### src/rtl/i2cm_pkg.sv
`timescale 1ns / 1ps
`default_nettype none

package i2cm_pkg;

  localparam int unsigned CFG_WIDTH = 16;
  localparam logic [CFG_WIDTH-1:0] PHASE_DELAY_RESET = 16'd5;

  localparam logic [2:0] OP_TICK  = 3'd0;
  localparam logic [2:0] OP_START = 3'd1;
  localparam logic [2:0] OP_STOP  = 3'd2;
  localparam logic [2:0] OP_WRITE = 3'd3;
  localparam logic [2:0] OP_READ  = 3'd4;

  localparam logic [2:0] CMD_IDLE = 3'd0;

  typedef struct packed {
    logic [2:0] operation;
    logic [7:0] write_data;
    logic       send_ack;
    logic       sda_in;
  } item_t;

endpackage

`default_nettype wire

### src/rtl/i2cm_in_stage.sv
`timescale 1ns / 1ps
`default_nettype none

module i2cm_in_stage
  import i2cm_pkg::*;
(
  input  wire logic       clk,
  input  wire logic       rst,
  input  wire logic       in_valid,
  output logic            in_stall,
  input  wire logic [2:0] operation,
  input  wire logic [7:0] write_data,
  input  wire logic       send_ack,
  input  wire logic       sda_in,
  input  wire logic       adv,
  output logic            item_valid,
  output item_t           item
);

  assign in_stall = item_valid && !adv;

  always_ff @(posedge clk) begin
    if (rst) begin
      item_valid <= 1'b0;
    end else if (!in_stall) begin
      item_valid <= in_valid;
    end
  end

  always_ff @(posedge clk) begin
    if (!in_stall && in_valid) begin
      item.operation  <= operation;
      item.write_data <= write_data;
      item.send_ack   <= send_ack;
      item.sda_in     <= sda_in;
    end
  end

endmodule

`default_nettype wire

### src/rtl/i2cm_core.sv
`timescale 1ns / 1ps
`default_nettype none

module i2cm_core
  import i2cm_pkg::*;
#(
  parameter int unsigned DELAY_WIDTH = 16
) (
  input  wire logic                 clk,
  input  wire logic                 rst,
  input  wire logic                 cfg_wr_en,
  input  wire logic [CFG_WIDTH-1:0] cfg_wr_data,
  input  wire logic                 item_valid,
  input  wire item_t                item,
  output logic                      adv,
  output logic                      out_valid,
  input  wire logic                 out_stall,
  output logic                      scl_out,
  output logic                      sda_out,
  output logic                      busy_res,
  output logic                      done_res,
  output logic [7:0]                read_data,
  output logic                      ack_level,
  output logic                      command_rejected
);

  localparam logic [32:0] DELAY_MAX = (33'd1 << DELAY_WIDTH) - 33'd1;

  logic [CFG_WIDTH-1:0]   phase_delay;
  logic                   scl_level, scl_level_next;
  logic                   sda_level, sda_level_next;
  logic [2:0]             active_command, active_command_next;
  logic [1:0]             phase_step, phase_step_next;
  logic [3:0]             bit_counter, bit_counter_next;
  logic [DELAY_WIDTH-1:0] delay_count, delay_count_next;
  logic [7:0]             shift_byte, shift_byte_next;
  logic                   ack_choice, ack_choice_next;
  logic                   last_ack, last_ack_next;
  logic [7:0]             read_hold, read_hold_next;
  logic                   done_next, rejected_next;
  logic [DELAY_WIDTH-1:0] delay_load;
  logic                   busy;
  logic                   fin;

  assign adv  = !out_valid || !out_stall;
  assign busy = active_command != CMD_IDLE;

  // saturate to the counter width, zero acts as one
  always_comb begin
    if ({17'd0, phase_delay} > DELAY_MAX) begin
      delay_load = '1;
    end else begin
      delay_load = DELAY_WIDTH'(phase_delay);
    end
    if (delay_load == '0) begin
      delay_load = DELAY_WIDTH'(1);
    end
  end

  always_comb begin
    scl_level_next      = scl_level;
    sda_level_next      = sda_level;
    active_command_next = active_command;
    phase_step_next     = phase_step;
    bit_counter_next    = bit_counter;
    delay_count_next    = delay_count;
    shift_byte_next     = shift_byte;
    ack_choice_next     = ack_choice;
    last_ack_next       = last_ack;
    read_hold_next      = read_hold;
    done_next           = 1'b0;
    rejected_next       = 1'b0;
    fin                 = 1'b0;
    if (item_valid) begin
      if (item.operation == OP_TICK) begin
        if (busy) begin
          if (delay_count > DELAY_WIDTH'(1)) begin
            delay_count_next = delay_count - DELAY_WIDTH'(1);
          end else begin
            case (active_command)
              OP_START: begin
                if (phase_step == 2'd3) begin
                  fin = 1'b1;
                end else begin
                  phase_step_next = phase_step + 2'd1;
                  case (phase_step)
                    2'd0:    scl_level_next = 1'b1;
                    2'd1:    sda_level_next = 1'b0;
                    default: scl_level_next = 1'b0;
                  endcase
                end
              end
              OP_STOP: begin
                if (phase_step >= 2'd2) begin
                  fin = 1'b1;
                end else begin
                  phase_step_next = phase_step + 2'd1;
                  if (phase_step == 2'd0) begin
                    scl_level_next = 1'b1;
                  end else begin
                    sda_level_next = 1'b1;
                  end
                end
              end
              OP_WRITE: begin
                if (!bit_counter[3]) begin
                  if (phase_step < 2'd2) begin
                    phase_step_next = phase_step + 2'd1;
                    scl_level_next  = (phase_step == 2'd0);
                  end else begin
                    bit_counter_next = bit_counter + 4'd1;
                    phase_step_next  = 2'd0;
                    if (!bit_counter_next[3]) begin
                      sda_level_next = shift_byte[~bit_counter_next[2:0]];
                    end else begin
                      sda_level_next = 1'b1;
                    end
                  end
                end else if (phase_step == 2'd0) begin
                  phase_step_next = 2'd1;
                  scl_level_next  = 1'b1;
                end else if (phase_step == 2'd1) begin
                  phase_step_next = 2'd2;
                  last_ack_next   = item.sda_in;
                  scl_level_next  = 1'b0;
                end else begin
                  fin = 1'b1;
                end
              end
              OP_READ: begin
                if (!bit_counter[3]) begin
                  if (phase_step == 2'd0) begin
                    scl_level_next  = 1'b1;
                    phase_step_next = 2'd1;
                  end else begin
                    shift_byte_next[~bit_counter[2:0]] =
                      shift_byte[~bit_counter[2:0]] | item.sda_in;
                    scl_level_next = 1'b0;
                    if (bit_counter == 4'd7) begin
                      sda_level_next = !ack_choice;
                    end
                    bit_counter_next = bit_counter + 4'd1;
                    phase_step_next  = 2'd0;
                  end
                end else if (phase_step == 2'd0) begin
                  scl_level_next  = 1'b1;
                  phase_step_next = 2'd1;
                end else if (phase_step == 2'd1) begin
                  scl_level_next  = 1'b0;
                  phase_step_next = 2'd2;
                end else begin
                  sda_level_next = 1'b1;
                  read_hold_next = shift_byte;
                  fin            = 1'b1;
                end
              end
              default: begin
                fin = 1'b1;
              end
            endcase
            if (fin) begin
              active_command_next = CMD_IDLE;
              phase_step_next     = 2'd0;
              bit_counter_next    = 4'd0;
              delay_count_next    = '0;
              done_next           = 1'b1;
            end else begin
              delay_count_next = delay_load;
            end
          end
        end
      end else if (item.operation <= OP_READ) begin
        if (busy) begin
          rejected_next = 1'b1;
        end else begin
          active_command_next = item.operation;
          phase_step_next     = 2'd0;
          bit_counter_next    = 4'd0;
          delay_count_next    = delay_load;
          case (item.operation)
            OP_START: sda_level_next = 1'b1;
            OP_STOP:  sda_level_next = 1'b0;
            OP_WRITE: begin
              shift_byte_next = item.write_data;
              sda_level_next  = item.write_data[7];
            end
            default: begin
              shift_byte_next = 8'd0;
              ack_choice_next = item.send_ack;
              sda_level_next  = 1'b1;
            end
          endcase
        end
      end
    end
  end

  always_ff @(posedge clk) begin
    if (rst) begin
      phase_delay      <= PHASE_DELAY_RESET;
      out_valid        <= 1'b0;
      scl_level        <= 1'b1;
      sda_level        <= 1'b1;
      active_command   <= CMD_IDLE;
      phase_step       <= 2'd0;
      bit_counter      <= 4'd0;
      delay_count      <= '0;
      shift_byte       <= 8'd0;
      ack_choice       <= 1'b0;
      last_ack         <= 1'b0;
      read_hold        <= 8'd0;
      done_res         <= 1'b0;
      command_rejected <= 1'b0;
    end else begin
      if (cfg_wr_en) begin
        phase_delay <= cfg_wr_data;
      end
      if (adv) begin
        out_valid        <= item_valid;
        scl_level        <= scl_level_next;
        sda_level        <= sda_level_next;
        active_command   <= active_command_next;
        phase_step       <= phase_step_next;
        bit_counter      <= bit_counter_next;
        delay_count      <= delay_count_next;
        shift_byte       <= shift_byte_next;
        ack_choice       <= ack_choice_next;
        last_ack         <= last_ack_next;
        read_hold        <= read_hold_next;
        done_res         <= done_next;
        command_rejected <= rejected_next;
      end
    end
  end

  assign scl_out   = scl_level;
  assign sda_out   = sda_level;
  assign busy_res  = busy;
  assign read_data = read_hold;
  assign ack_level = last_ack;

endmodule

`default_nettype wire

### src/rtl/i2c_master_byte_engine_unit.sv
`timescale 1ns / 1ps
`default_nettype none
// result word registered by the core from the word held in the input register
// throughput: 1 word per cycle while not stalled, one result word per input word
// one input register feeds the combinational phase sequencer and result register
// reset (sync, active high): scl and sda released high, engine idle, no result valid
// phase_delay resets to 5 ticks

module i2c_master_byte_engine_unit
  import i2cm_pkg::*;
#(
  parameter int unsigned DELAY_WIDTH = 16
) (
  input  wire logic                 clk,
  input  wire logic                 rst,
  input  wire logic                 cfg_wr_en,
  input  wire logic [CFG_WIDTH-1:0] cfg_wr_data,
  input  wire logic                 in_valid,
  output logic                      in_stall,
  input  wire logic [2:0]           operation,
  input  wire logic [7:0]           write_data,
  input  wire logic                 send_ack,
  input  wire logic                 sda_in,
  output logic                      out_valid,
  input  wire logic                 out_stall,
  output logic                      scl_out,
  output logic                      sda_out,
  output logic                      busy_res,
  output logic                      done_res,
  output logic [7:0]                read_data,
  output logic                      ack_level,
  output logic                      command_rejected
);

  logic  adv;
  logic  item_valid;
  item_t item;

  i2cm_in_stage u_in_stage (
    .clk        (clk),
    .rst        (rst),
    .in_valid   (in_valid),
    .in_stall   (in_stall),
    .operation  (operation),
    .write_data (write_data),
    .send_ack   (send_ack),
    .sda_in     (sda_in),
    .adv        (adv),
    .item_valid (item_valid),
    .item       (item)
  );

  i2cm_core #(
    .DELAY_WIDTH (DELAY_WIDTH)
  ) u_core (
    .clk              (clk),
    .rst              (rst),
    .cfg_wr_en        (cfg_wr_en),
    .cfg_wr_data      (cfg_wr_data),
    .item_valid       (item_valid),
    .item             (item),
    .adv              (adv),
    .out_valid        (out_valid),
    .out_stall        (out_stall),
    .scl_out          (scl_out),
    .sda_out          (sda_out),
    .busy_res         (busy_res),
    .done_res         (done_res),
    .read_data        (read_data),
    .ack_level        (ack_level),
    .command_rejected (command_rejected)
  );

endmodule

`default_nettype wire

### config.mk
export PLATFORM = sky130hd
export DESIGN_NAME = i2c_master_byte_engine_unit
export DESIGN_NICKNAME = d
export VERILOG_FILES = /design/src/rtl/i2cm_pkg.sv /design/src/rtl/i2cm_in_stage.sv /design/src/rtl/i2cm_core.sv /design/src/rtl/i2c_master_byte_engine_unit.sv
export SDC_FILE = /design/constraint.sdc
export NUM_CORES = 1
export LEC_CHECK = 0
export BUFFER_PORTS_ARGS = -buffer_cell sky130_fd_sc_hd__buf_2
export CAP_MARGIN = 10
export CORE_UTILIZATION = 60
export CTS_CLUSTER_SIZE = 12
export DETAILED_ROUTE_END_ITERATION = 16
export PLACE_DENSITY_LB_ADDON = 0.1
export SYNTH_ARGS = -nofsm -noshare
export SYNTH_HDL_FRONTEND = slang
export SYNTH_SLANG_ARGS = --single-unit
export TNS_END_PERCENT = 30
### constraint.sdc
create_clock -name clk -period 6.5 [get_ports clk]
set_input_delay 0.325 -clock clk [delete_from_list [all_inputs] [get_ports clk]]
set_output_delay 0.325 -clock clk [all_outputs]
set_load 0.005 [all_outputs]
==> results of run 1 <==
==> state kept, by name, indices dropped and copies added (netlist names) <==
signal and cells:
u_core.phase_step 2, u_core.phase_delay 16, u_core.ack_level 1, u_core.active_command 3
u_core.delay_count 16, u_core.bit_counter 4, u_in_stage.item_valid 1, u_core.command_rejected 1
u_core.sda_out 1, u_core.done_res 1, u_core.out_valid 1, u_core.ack_choice 1
u_in_stage.item 13, u_core.scl_out 1, u_core.shift_byte 8, u_core.read_data 8
==> worst max path at each step <==
stage	slack (ns)	to	cells after the start
after floorplan	3.47	u_core.delay_count[4]	13
after global placement	2.87	u_core.delay_count[1]	7
after detailed placement	2.67	u_core.delay_count[1]	7
after CTS	2.65	u_core.delay_count[1]	7
after global routing	2.37	u_core.delay_count[1]	7
final	2.56	u_core.delay_count[1]	7
==> critical path, stage by stage (launching register included) <==
cell	delay [ns]
edfxtp_1	0.52
or3_1	0.59
clkinv_2	0.32
ha_1	0.30
or3_1	0.48
nor2_1	0.65
o21ai_1	0.62
o31ai_1	0.37
==> layer usage <==
layer / GRT usage / wire [um] / vias to the layer above
li1: - / - / 1910
met1: 0.448 / 5290 / 1864
met2: 0.465 / 4970 / 205
met3: 0.0490 / 823 / 31
met4: 0.106 / 260 / 0
met5: 0 / 0 / -
==> stage by stage <==
step	total power, W	hold WS, ns	util	setup WS (ns)	instance area, um2
final	0.00119	0.134	0.708	2.56	4920
after CTS	0.00119	0.130	0.708	2.65	4920
after floorplan	0.000663	0.424	-	3.47	4410
after detailed placement	0.000711	0.479	0.668	2.67	4640
after global placement	0.000706	0.463	0.668	2.87	4640
after global routing	0.00123	0.124	0.708	2.37	4920
==> Yosys cell counts, drive strengths merged (5+ instances only) <==
| library cell | n |
|---|---|
| nor3 | 11 |
| buf | 11 |
| o21ai | 21 |
| dfxtp | 65 |
| a31oi | 17 |
| o32ai | 5 |
| nor2b | 7 |
| o22ai | 8 |
| nand4 | 8 |
| edfxtp | 13 |
| clkbuf | 23 |
| o2111ai | 9 |
| nor4 | 10 |
| a211oi | 5 |
| o31ai | 5 |
| ha | 9 |
| nor2 | 46 |
| a311oi | 8 |
| nand2 | 41 |
| mux2i | 45 |
| inv | 24 |
| nand3 | 10 |
| a21oi | 21 |
==> power by group through the flow <==
stage / clock (W) / combinational (W) / sequential, W
3_3_place_gp: 0 / 0.000163 / 0.000543
4_1_cts: 0.000490 / 0.000169 / 0.000533
3_5_place_dp: 0 / 0.000166 / 0.000544
5_1_grt: 0.000508 / 0.000188 / 0.000536
6_report: 0.000488 / 0.000172 / 0.000534
2_1_floorplan: 0 / 0.000130 / 0.000534
==> logic make-up (layout without fill, tap and decap cells) <==
kind of cell / count (synthesis) / in the layout / share of synthesized area
AND/OR/NAND/NOR: 164 / 164 / 0.203
flip-flops: 78 / 78 / 0.384
AO/OA/AOI/OAI: 132 / 132 / 0.208
buffers and inverters: 59 / 92 / 0.0559
XOR/XNOR: 3 / 3 / 0.00596
adder cells (fa/ha/maj): 9 / 9 / 0.0255
multiplexers: 49 / 49 / 0.118
==> final cells by class <==
type,count,area share
multi-input combinational,357,0.503
clock buffer,12,0.0361
sequential,78,0.344
clock inverter,4,0.0201
timing repair buffer,51,0.0529
inverter,25,0.0193
tap,96,0.0244
==> flow_metrics.py, run 1 <==
metrics = {
    "critical_path": {
        "cp.arrival_ns": 4.21,
        "reg2reg_depth": 7,
        "reg2reg_to": "u_core.delay_count[1]",
        "cp.required_ns": 6.77,
        "reg2reg_slack_ns": 2.56,
        "cp_max_fo": 21,
        "r2r_start": "u_in_stage.item[10]",
        "path_class": "register to register",
        "start_kind": "register",
        "worstSetupStartpoint": "u_in_stage.item[10]",
        "end_kind": "register",
    },
    "sta": {
        "slew-limit-headroom": 0.243,
        "tightest_slew_ns": 1.13,
        "setup_violations": 0,
        "clock.fmax_mhz": 254,
        "fin_crit_sh": 0.606,
        "setup_tns_ns": 0,
        "hold_viol_final": 0,
        "grt_setup_unrepaired": "false",
        "min_period_ns": 3.94,
        "skew_ns": 0.0145,
        "finalMaxSlewViolations": 0,
    },
    "route": {
        "drtIter0Drc": 352,
        "drtAntennaViolNets": 0,
        "wl_per_cell_um": 18.2,
        "dr.pass1.iters": 5,
        "via_per_inst": 6.44,
        "drc": 0,
        "finalWirelength_um": 11300,
        "num_vias": 4010,
    },
    "finish": {
        "nNetsFinal": 565,
        "syn_to_final_growth_pct": 11.6,
        "layout.cells.most_common": "dfxtp_1",
        "diodes": 0,
        "seq_area_um2": 1690,
        "n_fill_cell": 543,
        "layout_common_cells": "dfxtp_1, buf_2, nor2_1",
        "finalNonFillerCells": 623,
        "multi_input_area_um2": 2470,
        "drive_gt1_frac": 0.159,
    },
    "clock_network": {
        "numClockSinks": 78,
        "htree_num_levels": 3,
        "cts_tree": "built",
        "clk_path_buf_depth": 2,
        "post-cts-setup-buffers": 0,
        "cts-root-buf": "clkbuf_8",
        "postCtsResizedCells": 0,
        "path_clk_slew_ns": 0.09,
        "numCtsBuffers": 9,
        "clock_latency_ns": 0.36,
        "hold_buffers": 0,
    },
    "floorplan": {
        "initial_core_util": 0.635,
        "row_count": 30,
        "dieArea_um2": 7690,
        "io_pins": 50,
        "die_height_um": 87.7,
        "core_area_um2": 6940,
        "die_width_um": 87.7,
    },
    "placed_design": {
        "dp.cells": 607,
        "portBuffers": 49,
        "gp_congestion": 0.917,
        "hpwl_um": 7900,
    },
    "synth": {
        "synth_ff_type": "dfxtp_1",
        "synth.distinct_cells": 68,
        "yosys.area.top_type_share": 0.295,
        "ys.warnings.count": 0,
        "async_reset_ff_frac": 0,
        "syn_nets": 537,
        "syn_avg_cell_area_um2": 8.92,
        "netlist_instances": 494,
        "ys_ff_latch": 78,
        "yosys-top-cells-area": "dfxtp_1, mux2i_1, edfxtp_1, nor2_1, nand2_1",
        "seq_area_frac_synth": 0.384,
        "netlist_area_um2": 4410,
        "synth_edf_count": 13,
        "synth_top_area_cell": "dfxtp_1",
    },
    "power": {
        "p_switching_w": 0.000317,
        "peakVddDrop_mv": 0.139,
        "p_int_w": 0.000878,
        "swShare": 0.265,
        "p_leak_nw": 1.82,
        "combPwrFrac": 0.144,
        "pwr-share-clk": 0.409,
        "p_per_area_nw_per_um2": 243,
        "p_seq_frac": 0.447,
    },
    "run_status": {
        "status": "complete, no violations",
    },
    "global_route": {
        "antenna_found_initial": 0,
        "grt_pass1_vias": 3649,
        "track_usage": 0.308,
        "grt_start_max_net_pins": 50,
        "grt_pass1_wl_um": 18100,
        "grt_overflow": 0,
    },
    "hold_path": {
        "hold_class": "primary input to register",
        "holdPathStages": 1,
        "whs_endpoint": "u_in_stage.item[8]",
        "hold_start": "write_data[6]",
    },
    "flow_run": {
        "cap_violations": 0,
    },
}
No activity file was read; power rests on OpenSTA's default activity.
==> inputs of run 2 (changes only) <==
--- a/config.mk
+++ b/config.mk
@@ -5,9 +5,10 @@
 export SDC_FILE = /design/constraint.sdc
 export NUM_CORES = 1
 export LEC_CHECK = 0
+export ABC_AREA = 1
 export BUFFER_PORTS_ARGS = -buffer_cell sky130_fd_sc_hd__buf_2
 export CAP_MARGIN = 10
-export CORE_UTILIZATION = 60
+export CORE_UTILIZATION = 53
 export CTS_CLUSTER_SIZE = 12
 export DETAILED_ROUTE_END_ITERATION = 16
 export PLACE_DENSITY_LB_ADDON = 0.1
==> constraint.sdc (replaced) <==
create_clock -name clk -period 3.6 [get_ports clk]
set_input_delay 0.18 -clock clk [delete_from_list [all_inputs] [get_ports clk]]
set_output_delay 0.18 -clock clk [all_outputs]
set_load 0.005 [all_outputs]
==> flow_metrics.py, run 2 <==
metrics = {
    "run_status": {
        "status": "complete, no violations",
    },
    "power": {
        "swShare": 0.333,
        "p_seq_frac": 0.481,
        "peakVddDrop_mv": 0.253,
        "p_leak_nw": 2.25,
        "p_per_area_nw_per_um2": 400,
        "pwr-share-clk": 0.292,
        "combPwrFrac": 0.227,
        "p_int_w": 0.00134,
        "p_switching_w": 0.000671,
    },
    "synth": {
        "ys_ff_latch": 78,
        "yosys.area.top_type_share": 0.292,
        "synth_common_cells": "nand2_1, nor2_1, a21oi_1, dfxtp_1",
        "syn_nets": 708,
        "netlist_instances": 665,
        "ys.warnings.count": 0,
        "async_reset_ff_frac": 0,
        "seq_area_frac_synth": 0.379,
        "syn_avg_cell_area_um2": 6.71,
        "yosys-top-cells-area": "dfxtp_1, nand2_1, edfxtp_1, nor2_1, a21oi_1",
        "synth_ff_type": "dfxtp_1",
        "yosysMostFrequentCell": "nand2_1",
        "synth_edf_count": 13,
        "synth.distinct_cells": 34,
        "netlist_area_um2": 4460,
        "synth_top_area_cell": "dfxtp_1",
    },
    "flow_run": {
        "cap_violations": 0,
    },
    "sta": {
        "min_period_ns": 2.53,
        "tightest_slew_ns": 1.08,
        "setup_tns_ns": 0,
        "grt_setup_unrepaired": "false",
        "fin_crit_sh": 0.704,
        "hold_viol_final": 0,
        "skew_ns": 0.0122,
        "clock.fmax_mhz": 395,
        "slew-limit-headroom": 0.277,
        "setup_violations": 0,
        "holdWs_ns": 0.0492,
        "finalMaxSlewViolations": 0,
    },
    "floorplan": {
        "die_height_um": 93.8,
        "initial_core_util": 0.546,
        "die_width_um": 93.8,
        "row_count": 33,
        "dieArea_um2": 8790,
        "core_area_um2": 8180,
        "io_pins": 50,
    },
    "clock_network": {
        "hold_buffers": 13,
        "clk_path_buf_depth": 2,
        "numCtsBuffers": 9,
        "post-cts-setup-buffers": 0,
        "htree_num_levels": 3,
        "path_clk_slew_ns": 0.09,
        "cts-root-buf": "clkbuf_8",
        "cts_tree": "built",
        "clock_latency_ns": 0.36,
        "postCtsResizedCells": 0,
        "numClockSinks": 78,
    },
    "global_route": {
        "antenna_found_initial": 0,
        "grt_pass1_wl_um": 19100,
        "grt_overflow": 0,
        "grt_start_max_net_pins": 41,
        "track_usage": 0.277,
        "grt_pass1_vias": 4107,
    },
    "finish": {
        "finalNonFillerCells": 826,
        "drive_gt1_frac": 0.141,
        "syn_to_final_growth_pct": 12.7,
        "n_fill_cell": 798,
        "nNetsFinal": 759,
        "diodes": 0,
        "layout.cells.most_common": "nand2_1",
        "layout_common_cells": "nand2_1, nor2_1, a21oi_1",
        "reg.largest.list": "u_core.delay_count: 16 flops, u_core.phase_delay: 16 flops, u_in_stage.item: 13 flops",
    },
    "route": {
        "drtAntennaViolNets": 0,
        "finalWirelength_um": 11400,
        "wl_per_cell_um": 13.8,
        "num_vias": 4417,
        "via_per_inst": 5.35,
        "dr.pass1.iters": 5,
        "drtIter0Drc": 242,
        "drc": 0,
    },
    "critical_path": {
        "cp_max_fo": 16,
        "cpPeakStageDelay_ns": 0.64,
        "critPathSlowestCell": "nor2_1",
        "cp.required_ns": 3.90,
        "crit_chain": "inv_1, nand2_2, inv_2, ha_1, inv_1, o211ai_1, nor2_1, nand3_1, nand2_1, nand2_1, nor2_1",
        "cp.arrival_ns": 2.83,
        "start_kind": "register",
        "end_kind": "register",
        "path_class": "register to register",
    },
    "placed_design": {
        "portBuffers": 49,
        "gp_congestion": 0.966,
        "dp.cells": 797,
        "hpwl_um": 8230,
    },
    "hold_path": {
        "hold_class": "primary input to register",
    },
}
[run 2: path summary, 6_finish.rpt]
check / slack [ns] / depth (start not counted) / from / end
worst max-delay path: 1.07 / 11 / u_in_stage.item[12] / u_core.shift_byte[1]
worst min-delay path: 0.05 / 3 / cfg_wr_data[11] / u_core.phase_delay[11]
worst max register to register: 1.07 / 11 / u_in_stage.item[12] / u_core.shift_byte[1]
worst min register to register: 0.47 / 2 / u_core.done_res / u_core.done_res
[run 2: stage by stage]
stage / util / setup WS [ns] / area [um2] / total power, W
after floorplan: - / 1.53 / 4460 / 0.00132
after global placement: 0.579 / 1.21 / 4730 / 0.00142
after detailed placement: 0.579 / 1.14 / 4730 / 0.00143
after CTS: 0.615 / 1.10 / 5030 / 0.00202
after global routing: 0.615 / 0.759 / 5030 / 0.00213
final: 0.615 / 1.07 / 5030 / 0.00201
[run 2: power groups by stage]
stage	Clock, W	Sequential [W]	Combinational, W
after CTS	0.000601	0.000968	0.000453
after global placement	0	0.000987	0.000437
after floorplan	0	0.000976	0.000345
final	0.000588	0.000969	0.000456
after detailed placement	0	0.000989	0.000440
after global routing	0.000637	0.000975	0.000519
[run 2: cell families after synthesis]
group	count (synthesis)	share of synthesized area
adder cells (fa/ha/maj)	9	0.0252
XOR/XNOR	7	0.0137
flip-flops	78	0.379
AO/OA/AOI/OAI	124	0.142
buffers and inverters	94	0.0855
AND/OR/NAND/NOR	353	0.354
[run 2: layout make-up]
type                            count  area [um2]  share of cell area
Timing Repair Buffer               63         383              0.0761
Tap cell                          105         131              0.0261
Clock inverter                      6        36.3             0.00721
Inverter                           71         267              0.0530
Clock buffer                       10         131              0.0261
Sequential cell                    78        1690               0.336
Multi-Input combinational cell    493        2390               0.475
[run 2: metal layers]
layer,GRT usage,vias up,wire length [um]
met1,0.338,1994,5090
met5,0,-,0
met4,0.115,0,267
met2,0.473,121,5420
li1,-,2276,-
met3,0.0574,26,613
[run 2: critical path: cells and delay by family (launching register included)]
family / cells / cell delay [ns]
AO/OA/AOI/OAI: 1 / 0.10
adder cells (fa/ha/maj): 1 / 0.24
buffers and inverters: 3 / 0.39
flip-flops: 1 / 0.40
AND/OR/NAND/NOR: 6 / 1.34
